==> config.mk <==
export PLATFORM = sky130hd
export DESIGN_NAME = cycle_count_to_nanoseconds_top
export DESIGN_NICKNAME = d
export VERILOG_FILES = /design/src/hdl/ccns_pkg.sv /design/src/hdl/ccns_div.sv /design/src/hdl/cycle_count_to_nanoseconds_top.sv
export SDC_FILE = /design/constraint.sdc
export NUM_CORES = 1
export LEC_CHECK = 0
export ABC_AREA = 1
export BUFFER_PORTS_ARGS = -buffer_cell sky130_fd_sc_hd__buf_2
export CAP_MARGIN = 10
export CORE_UTILIZATION = 55
export DETAILED_ROUTE_END_ITERATION = 6
export GPL_TIMING_DRIVEN = 0
export PLACE_DENSITY = 0.78
export SYNTH_ARGS = -nofsm -noshare
export SYNTH_HDL_FRONTEND = slang
export SYNTH_SLANG_ARGS = --single-unit
==> constraint.sdc <==
create_clock -name clk -period 17.1 [get_ports clk]
set_input_delay 0.855 -clock clk [delete_from_list [all_inputs] [get_ports clk]]
set_output_delay 0.855 -clock clk [all_outputs]
set_load 0.02 [all_outputs]
==> src/hdl/ccns_pkg.sv <==
`default_nettype none
// ---------------------------------------------------------------------------
// ccns_pkg
// Shared widths and constants for the cycle-count to nanosecond converter.
// ---------------------------------------------------------------------------
package ccns_pkg;

  localparam int unsigned CLK_W  = 32;
  localparam int unsigned TIME_W = 64;
  localparam int unsigned NS_W   = 30;
  localparam int unsigned PROD_W = TIME_W + NS_W;

  localparam logic [NS_W-1:0]  NS_PER_SEC  = 30'd1000000000;
  localparam logic [CLK_W-1:0] CLOCK_RESET = 32'd168000000;

endpackage : ccns_pkg
`default_nettype wire

==> src/hdl/ccns_div.sv <==
`default_nettype none
// ---------------------------------------------------------------------------
// ccns_div
// Restoring divider, two quotient bits per cycle, dividend shifted through
// one register that collects the quotient. Returns the low TIME_W bits.
// ---------------------------------------------------------------------------
module ccns_div
  import ccns_pkg::*;
(
  input  wire logic              clk,
  input  wire logic              rst_n,
  input  wire logic              start,
  input  wire logic [PROD_W-1:0] dividend,
  input  wire logic [CLK_W-1:0]  divisor,
  output logic                   done,
  output logic [TIME_W-1:0]      quotient
);

  localparam int unsigned STEPS = PROD_W / 2;
  localparam int unsigned CNT_W = $clog2(STEPS);

  logic [PROD_W-1:0] dq_r, dq_nxt;
  logic [CLK_W-1:0]  rem_r, rem_nxt;
  logic [CLK_W-1:0]  div_r;
  logic [CNT_W-1:0]  cnt_r;
  logic              busy_r;
  logic              done_r;

  logic [CLK_W:0]    r_a, r_b;
  logic              ge_a, ge_b;
  logic [CLK_W-1:0]  rem_a;

  always_comb begin
    r_a     = {rem_r, dq_r[PROD_W-1]};
    ge_a    = r_a >= {1'b0, div_r};
    rem_a   = ge_a ? CLK_W'(r_a - {1'b0, div_r}) : r_a[CLK_W-1:0];
    r_b     = {rem_a, dq_r[PROD_W-2]};
    ge_b    = r_b >= {1'b0, div_r};
    rem_nxt = ge_b ? CLK_W'(r_b - {1'b0, div_r}) : r_b[CLK_W-1:0];
    dq_nxt  = {dq_r[PROD_W-3:0], ge_a, ge_b};
  end

  always_ff @(posedge clk) begin
    if (!rst_n) begin
      busy_r <= 1'b0;
      done_r <= 1'b0;
    end else begin
      done_r <= 1'b0;
      if (start) begin
        busy_r <= 1'b1;
        dq_r   <= dividend;
        rem_r  <= '0;
        div_r  <= divisor;
        cnt_r  <= CNT_W'(STEPS - 1);
      end else if (busy_r) begin
        dq_r  <= dq_nxt;
        rem_r <= rem_nxt;
        cnt_r <= cnt_r - 1'b1;
        if (cnt_r == '0) begin
          busy_r <= 1'b0;
          done_r <= 1'b1;
        end
      end
    end
  end

  assign done     = done_r;
  assign quotient = dq_r[TIME_W-1:0];

endmodule : ccns_div
`default_nettype wire

==> src/hdl/cycle_count_to_nanoseconds_top.sv <==
`default_nettype none
// ---------------------------------------------------------------------------
// cycle_count_to_nanoseconds_top
// Extends a free-running cycle counter to a 64-bit cycle total and converts
// it to nanoseconds: floor(total * 1e9 / core_clock_hz) modulo 2^64.
// ---------------------------------------------------------------------------
//  channel | direction | payload
//  in_     | slave     | tdata[31:0] cycle_sample
//  out_    | master    | tdata[63:0] time_ns
//  cfg_    | write     | data[31:0]  core_clock_hz
//
//  Each transaction steps through the accept, the bit-serial multiply by 1e9,
//  the two-bit-per-cycle divide of the 94-bit product and the load of the
//  output register. The next transaction is taken while a result still waits
//  on out_. Reset clears the cycle total, the previous sample and sets the
//  clock register to 168 MHz.
// ---------------------------------------------------------------------------
module cycle_count_to_nanoseconds_top
  import ccns_pkg::*;
#(
  parameter int unsigned SAMPLE_WIDTH = 32
) (
  input  wire logic              clk,
  input  wire logic              rst_n,
  input  wire logic              in_tvalid,
  output logic                   in_tready,
  input  wire logic [31:0]       in_tdata,   // [31:0] cycle_sample
  output logic                   out_tvalid,
  input  wire logic              out_tready,
  output logic [TIME_W-1:0]      out_tdata,  // [63:0] time_ns
  input  wire logic              cfg_valid,
  output logic                   cfg_ready,
  input  wire logic [CLK_W-1:0]  cfg_data    // [31:0] core_clock_hz
);

  typedef enum logic [1:0] {S_IDLE, S_MUL, S_DIV, S_OUT} state_t;

  localparam int unsigned NCNT_W = $clog2(NS_W);

  state_t                  state_r;
  logic [CLK_W-1:0]        clk_hz_r;
  logic [SAMPLE_WIDTH-1:0] prev_r;
  logic [TIME_W-1:0]       elapsed_r;
  logic [PROD_W-1:0]       acc_r, acc_nxt;
  logic [NCNT_W-1:0]       cnt_r;
  logic                    out_tvalid_r;
  logic [TIME_W-1:0]       out_tdata_r;

  logic                    in_acc;
  logic                    out_free;
  logic [SAMPLE_WIDTH-1:0] delta;
  logic [CLK_W-1:0]        divisor;
  logic                    div_start;
  logic                    div_done;
  logic [TIME_W-1:0]       div_q;

  assign in_tready = (state_r == S_IDLE);
  assign cfg_ready = 1'b1;
  assign in_acc    = in_tvalid && in_tready;
  assign out_free  = !out_tvalid_r || out_tready;
  assign delta     = in_tdata[SAMPLE_WIDTH-1:0] - prev_r;
  assign divisor   = (clk_hz_r == '0) ? CLK_W'(1) : clk_hz_r;
  assign acc_nxt   = {acc_r[PROD_W-2:0], 1'b0}
                   + (NS_PER_SEC[cnt_r] ? {{NS_W{1'b0}}, elapsed_r} : '0);
  assign div_start = (state_r == S_MUL) && (cnt_r == '0);

  ccns_div u_div (
    .clk      (clk),
    .rst_n    (rst_n),
    .start    (div_start),
    .dividend (acc_nxt),
    .divisor  (divisor),
    .done     (div_done),
    .quotient (div_q)
  );

  always_ff @(posedge clk) begin
    if (!rst_n) begin
      state_r      <= S_IDLE;
      clk_hz_r     <= CLOCK_RESET;
      prev_r       <= '0;
      elapsed_r    <= '0;
      out_tvalid_r <= 1'b0;
    end else begin
      if (cfg_valid && cfg_ready) begin
        clk_hz_r <= cfg_data;
      end
      if (out_tvalid_r && out_tready && (state_r != S_OUT)) begin
        out_tvalid_r <= 1'b0;
      end
      case (state_r)
        S_IDLE: begin
          if (in_acc) begin
            prev_r    <= in_tdata[SAMPLE_WIDTH-1:0];
            elapsed_r <= elapsed_r + {{(TIME_W-SAMPLE_WIDTH){1'b0}}, delta};
            acc_r     <= '0;
            cnt_r     <= NCNT_W'(NS_W - 1);
            state_r   <= S_MUL;
          end
        end
        S_MUL: begin
          acc_r <= acc_nxt;
          cnt_r <= cnt_r - 1'b1;
          if (cnt_r == '0) begin
            state_r <= S_DIV;
          end
        end
        S_DIV: begin
          if (div_done) begin
            state_r <= S_OUT;
          end
        end
        S_OUT: begin
          if (out_free) begin
            out_tvalid_r <= 1'b1;
            out_tdata_r  <= div_q;
            state_r      <= S_IDLE;
          end
        end
        default: state_r <= S_IDLE;
      endcase
    end
  end

  assign out_tvalid = out_tvalid_r;
  assign out_tdata  = out_tdata_r;

  a_done_in_div: assert property (@(posedge clk) disable iff (!rst_n)
    div_done |-> (state_r == S_DIV))
    else $error("divider finished outside divide phase");

  a_accept_mul: assert property (@(posedge clk) disable iff (!rst_n)
    in_acc |=> (state_r == S_MUL))
    else $error("accepted transaction did not start multiply");

  a_out_load: assert property (@(posedge clk) disable iff (!rst_n)
    (state_r == S_OUT && !out_tvalid_r) |=> (out_tvalid_r && state_r == S_IDLE))
    else $error("result not loaded into free output register");

endmodule : cycle_count_to_nanoseconds_top
`default_nettype wire
Yosys cells after proc, flatten, opt, wreduce, memory -nomap -nowiden
Memory sizes are Yosys's and may differ from the RTL's. A register that Yosys moved wholly into a read port is not among the register bits.
Cells that the tools add are included.
{"block": "totals", "ff_bits": 459, "romBits": 32, "elab_cells": 79, "memories": 1}
{"memory": "(name not given)", "words": 32, "width": 1, "read_ports": 1, "rd_clocked_by_memory_dff": 1, "wr": 0, "line_no": "cycle_count_to_nanoseconds_top.sv:64", "text": "+ (NS_PER_SEC[cnt_r] ? {{NS_W{1'b0}}, elapsed_r} : '0);"}
{"block": "classes", "n_addsub": 7, "magnitude_cmp": 3, "eq_ne": 8, "mux": 25, "n_bitwise": 2, "n_reduce_logical": 19}
{"operator": "$mux W94", "count": 2}
{"operator": "$pmux W93 S2", "count": 1}
{"operator": "$mux W32", "count": 3}
{"operator": "$sub A32 B32 Y32", "count": 3}
{"operator": "$add A94 B64 Y94", "count": 1}
{"operator": "$mux W93", "count": 1}
{"operator": "$ge A33 B32 Y1", "count": 2}
{"operator": "$add A64 B32 Y64", "count": 1}
{"operator": "$mux W64", "count": 1}
{"operator": "$logic_not A32 Y1", "count": 1}
{"operator": "$mux W5", "count": 2}
{"operator": "$pmux W5 S2", "count": 1}
{"operator": "$mux W1", "count": 8}
{"operator": "$mux W2", "count": 4}
{"operator": "$pmux W2 S4", "count": 1}
{"operator": "$logic_not A6 Y1", "count": 1}
{"operator": "$lt A5 B6 Y1 const B", "count": 1}
{"operator": "$mux W6", "count": 1}
{"operator": "$ne A2 B1 Y1 const B", "count": 3}
{"operator": "$reduce_and A2 Y1", "count": 3}
{"operator": "$reduce_and A3 Y1", "count": 2}
{"operator": "$sub A6 B1 Y6 const B", "count": 1}
{"operator": "$logic_not A5 Y1", "count": 1}
{"operator": "$sub A5 B1 Y5 const B", "count": 1}
{"operator": "11 further kinds", "count": 18}

Longest topological paths before layout
{"block": "logic_depth", "word_depth": 5, "mapped_depth": 30, "depth_no_buf": 29}

Modules after synthesis
From an unflattened synthesis, not the netlist that was laid out.
{"block": "unflattened", "hier_cells": 5635, "hier_area_um2": 36954.2}
{"module": "cycle_count_to_nanoseconds_top", "n_inst": 1, "cells_each": 3891, "area_each_um2": 24340.8}
{"module": "ccns_div", "n_inst": 1, "cells_each": 1744, "area_each_um2": 12613.3}

Least setup slack after synthesis
No wires, ideal clock.
{"block": "synth_path", "path_kind": "flip-flop to flip-flop", "from": "reg cnt_r[0]", "to": "reg u_div.cnt_r[0] (enable)", "arrival_time_ns": 10.606, "path_slack_ns": 5.686, "path_stages_with_launch": 10, "synth_period_minus_slack_ns": 11.414, "path_cell_list": "edfxtp_1 > inv_1 > ha_1 > nand2_1 > nor2_1 > inv_1 > nor2_1 > inv_1 > buf_2 > o21ai_0"}
{"block": "synth_via", "elab_chain_cells": 4}
{"element": "start, declared", "line_no": "cycle_count_to_nanoseconds_top.sv:45", "text": "logic [NCNT_W-1:0] cnt_r;"}
{"element": "start signal, assigned", "line_no": "cycle_count_to_nanoseconds_top.sv:97", "text": "cnt_r <= NCNT_W'(NS_W - 1);"}
{"element": "start signal, assigned", "line_no": "cycle_count_to_nanoseconds_top.sv:103", "text": "cnt_r <= cnt_r - 1'b1;"}
{"element": "$logic_not A5 Y1", "line_no": "cycle_count_to_nanoseconds_top.sv:65", "text": "assign div_start = (state_r == S_MUL) && (cnt_r == '0);"}
{"element": "$logic_and A1 B1 Y1", "line_no": "cycle_count_to_nanoseconds_top.sv:65"}
{"element": "$reduce_bool A2 Y1 (no line)"}
{"element": "$reduce_and A2 Y1 (no line)"}
{"element": "end signal, assigned", "line_no": "ccns_div.sv:54", "text": "cnt_r <= CNT_W'(STEPS - 1);"}
{"element": "end signal, assigned", "line_no": "ccns_div.sv:58", "text": "cnt_r <= cnt_r - 1'b1;"}
{"element": "end, declared", "line_no": "ccns_div.sv:25", "text": "logic [CNT_W-1:0] cnt_r;"}
No other way between the ends.
A chain may end at the register's enable or synchronous reset.

Worst setup path in the final report
{"block": "layout_path", "from": "reg prev_r[12]", "to": "reg elapsed_r[62]"}
{"block": "layout_via", "elab_chain_cells": 2}
{"element": "start, declared", "line_no": "cycle_count_to_nanoseconds_top.sv:42", "text": "logic [SAMPLE_WIDTH-1:0] prev_r;"}
{"element": "start signal, assigned", "line_no": "cycle_count_to_nanoseconds_top.sv:94", "text": "prev_r <= in_tdata[SAMPLE_WIDTH-1:0];"}
{"element": "$sub A32 B32 Y32", "line_no": "cycle_count_to_nanoseconds_top.sv:61", "text": "assign delta = in_tdata[SAMPLE_WIDTH-1:0] - prev_r;"}
{"element": "$add A64 B32 Y64", "line_no": "cycle_count_to_nanoseconds_top.sv:95", "text": "elapsed_r <= elapsed_r + {{(TIME_W-SAMPLE_WIDTH){1'b0}}, delta};"}
{"element": "end signal, assigned", "line_no": "cycle_count_to_nanoseconds_top.sv:95"}
{"element": "end, declared", "line_no": "cycle_count_to_nanoseconds_top.sv:43", "text": "logic [TIME_W-1:0] elapsed_r;"}
No other way between the ends.

==> flow_metrics.env <==
export IMPL_clk_pin_slew_ps=70
export IMPL_antenna_found_initial=3
export IMPL_ir_drop_mv=0.0949
export IMPL_fin_cells=6121
export IMPL_yosys_most_used_dff="edfxtp_1"
export IMPL_grt_total_usage_pct=39.5
export IMPL_ant_nets=0
export IMPL_required_ps=17620
export IMPL_period_needed_ps=5120
export IMPL_layout_commonest_cell="nand2_1"
export IMPL_htreeDepth=2
export IMPL_drv_slew=0
export IMPL_crit_arrival_ps=5640
export IMPL_cts_sinks=460
export IMPL_wl_per_cell_um=20.7
export IMPL_dp_cells=6028
export IMPL_finalNetCount=5515
export IMPL_root_buffer="clkbuf_16"
export IMPL_gp_congestion=1.04
export IMPL_vias=34839
export IMPL_syn_avg_cell_area_um2=6.80
export IMPL_grt_overflow_total=0
export IMPL_fin_skew_ps=53.9
export IMPL_floorplan_initialDensity_pct=55.6
export IMPL_tightest_slew_ps=1390
export IMPL_timing_slew_headroom_pct=7.66
export IMPL_setup_worst_path_start_class="flop"
export IMPL_area_growth_synth_to_final_pct=10.5
export IMPL_viasPerCell=5.69
export IMPL_synthArstFlopShare_pct=0
export IMPL_p_leak_nw=18.3
export IMPL_die_h_um=252
export IMPL_syn_cell_area_um2=34300
export IMPL_post_cts_buffers=0
export IMPL_cts_tree="built"
export IMPL_drc=0
export IMPL_dp_hpwl_um=104000
export IMPL_placed_cell_area_um2=36300
export IMPL_cp_max_fo=8
export IMPL_syn_inst=5047
export IMPL_drive_gt1_share_pct=5.77
export IMPL_die_x_um=252
export IMPL_synth_edf_count=326
export IMPL_status="finished, final reports clean"
export IMPL_hold_viol=0
export IMPL_fin_area_um2=38000
export IMPL_yosysTopAreaCell="edfxtp_1"
export IMPL_dieArea_um2=63400
export IMPL_post_place_ws_ps=11720
export IMPL_power_density_nw_per_um2=122
export IMPL_grt_pass1_wl_um=189000
export IMPL_ys_warnings_count=0
export IMPL_worstSetupEndpointType="flop"
export IMPL_hp_class="flop to flop"
export IMPL_setup_ws_ps=11980
export IMPL_clockBufferDepth=3
export IMPL_diodes=0
export IMPL_wl_um=127000
export IMPL_drt_iter0_drc=4064
export IMPL_grt_max_degree=35
export IMPL_cts_hold_buffers=0
export IMPL_tns_ps=0
export IMPL_layout_common_cells="nand2_1 (1568), inv_1 (755), nor2_1 (570), edfxtp_1 (326), a21oi_1 (303)"
export IMPL_cts_buffers=51
export IMPL_timing_fmax_ghz=0.195
export IMPL_rsz0062_at_grt="no"
export IMPL_period_share_pct=30.0
export IMPL_r2r_setup_slack_ps=11980
export IMPL_seq_area_frac_synth_pct=36.3
export IMPL_crit_type="flop to flop"
export IMPL_core_um2=61700
export IMPL_synth_seq_cells=460
export IMPL_synth_top_area_share_pct=28.5
export IMPL_fin_util_pct=61.5
export IMPL_synthDistinctLibCells=56
export IMPL_drt_first_pass_iters=6
export IMPL_synth_area_top_cells="edfxtp_1 (29%), nand2_1 (17%), inv_1 (8.3%), dfxtp_1 (7.8%), ha_1 (7.2%)"
export IMPL_drv_cap=0
export IMPL_grt_pass1_vias=32050
export IMPL_clock_latency_ps=640
export IMPL_std_cell_rows=91
export IMPL_boundaryPins=136
export IMPL_port_buffers=134
export IMPL_setup_viol=0
export IMPL_cts_resized=0
export IMPL_syn_nets=5318
[worst max-delay path, stage by stage (launching register included)]
cell and delay [ps]:
dfxtp_1 310, inv_1 50, ha_1 370, nand2_1 160, nor2_1 340, nand4_1 140, o21ai_1 420, a21oi_1 270
o21bai_1 300, nand2_1 120, nand3_1 80, nand2_1 80, ha_1 360, a21oi_1 230, o21ai_0 260, a21oi_1 240
nor2_1 60, nor2_1 190, nand3_1 450, nand2_1 210, inv_1 80, nand2_1 90, nand2_1 50, nand2_1 60
nor2_1 50
[routing by layer]
metal / vias to the layer above / part of all wire (%) / track usage (%)
met4: 2 / 3.5 / 12.9
met5: - / 0.011 / 0
met1: 16082 / 44 / 57.1
met2: 1806 / 42 / 59.4
met3: 253 / 11 / 7.13
li1: 16696 / - / -
[sequential cells by signal (all words and copies together) (netlist names), named ones only]
register / flops
u_div.busy_r: 1
elapsed_r: 64
u_div.dq_r: 94
prev_r: 32
u_div.done: 1
u_div.div_r: 32
out_tvalid: 1
u_div.rem_r: 32
state_r: 2
acc_r: 93
clk_hz_r: 32
out_tdata: 64
u_div.cnt_r: 6
cnt_r: 5
[cell type report]
type / instances / area, um2
Buffer: 130 / 566
Clock buffer: 58 / 1330
Clock inverter: 35 / 338
Fill cell: 5834 / 23800
Inverter: 765 / 2870
Multi-Input combinational cell: 3692 / 18500
Sequential cell: 460 / 12500
Tap cell: 837 / 1050
Timing Repair Buffer: 144 / 873
[stage by stage]
stage,power [mW],hold WS [ps]
floorplan,2.82,427
global placement,3.44,430
detailed placement,3.46,437
CTS,4.58,431
global route,4.87,458
finish,4.65,442
[synthesized netlist by cell type (16+ instances only)]
| master | number |
|---|---|
| a21oi_1 | 303 |
| clkbuf_1 | 97 |
| dfxtp_1 | 134 |
| edfxtp_1 | 326 |
| ha_1 | 197 |
| inv_1 | 755 |
| nand2_1 | 1568 |
| nand2_2 | 16 |
| nand3_1 | 251 |
| nand3b_1 | 18 |
| nand4_1 | 118 |
| nor2_1 | 572 |
| nor3_1 | 63 |
| nor4_1 | 22 |
| o21ai_0 | 296 |
| o21bai_1 | 21 |
| xnor2_1 | 62 |
| xor2_1 | 72 |
[power breakdown]
part           internal (mW)  switching (mW)  total [mW]
Combinational          0.598            1.44        2.04
Clock                  0.615           0.500        1.11
Sequential              1.37           0.122        1.50
Total                   2.59            2.06        4.65
[path summary, 6_finish.rpt]
check | from | end | cells past startpoint
setup / recovery | prev_r[12] | elapsed_r[62] | 24
hold / removal | u_div.dq_r[47] | out_tdata[47] | 0
setup reg to reg | prev_r[12] | elapsed_r[62] | 24
hold reg to reg | u_div.dq_r[47] | out_tdata[47] | 0
[cells by family after synthesis]
family,after synthesis,synth area share (%)
simple gates,2671,32.2
buf+inv,895,10.0
compound gates,684,10.6
flops,460,36.3
fa+ha+maj,202,7.47
xor+xnor,134,3.42
other cells,1,0.0109
No activity file was read; power rests on OpenSTA's default activity.
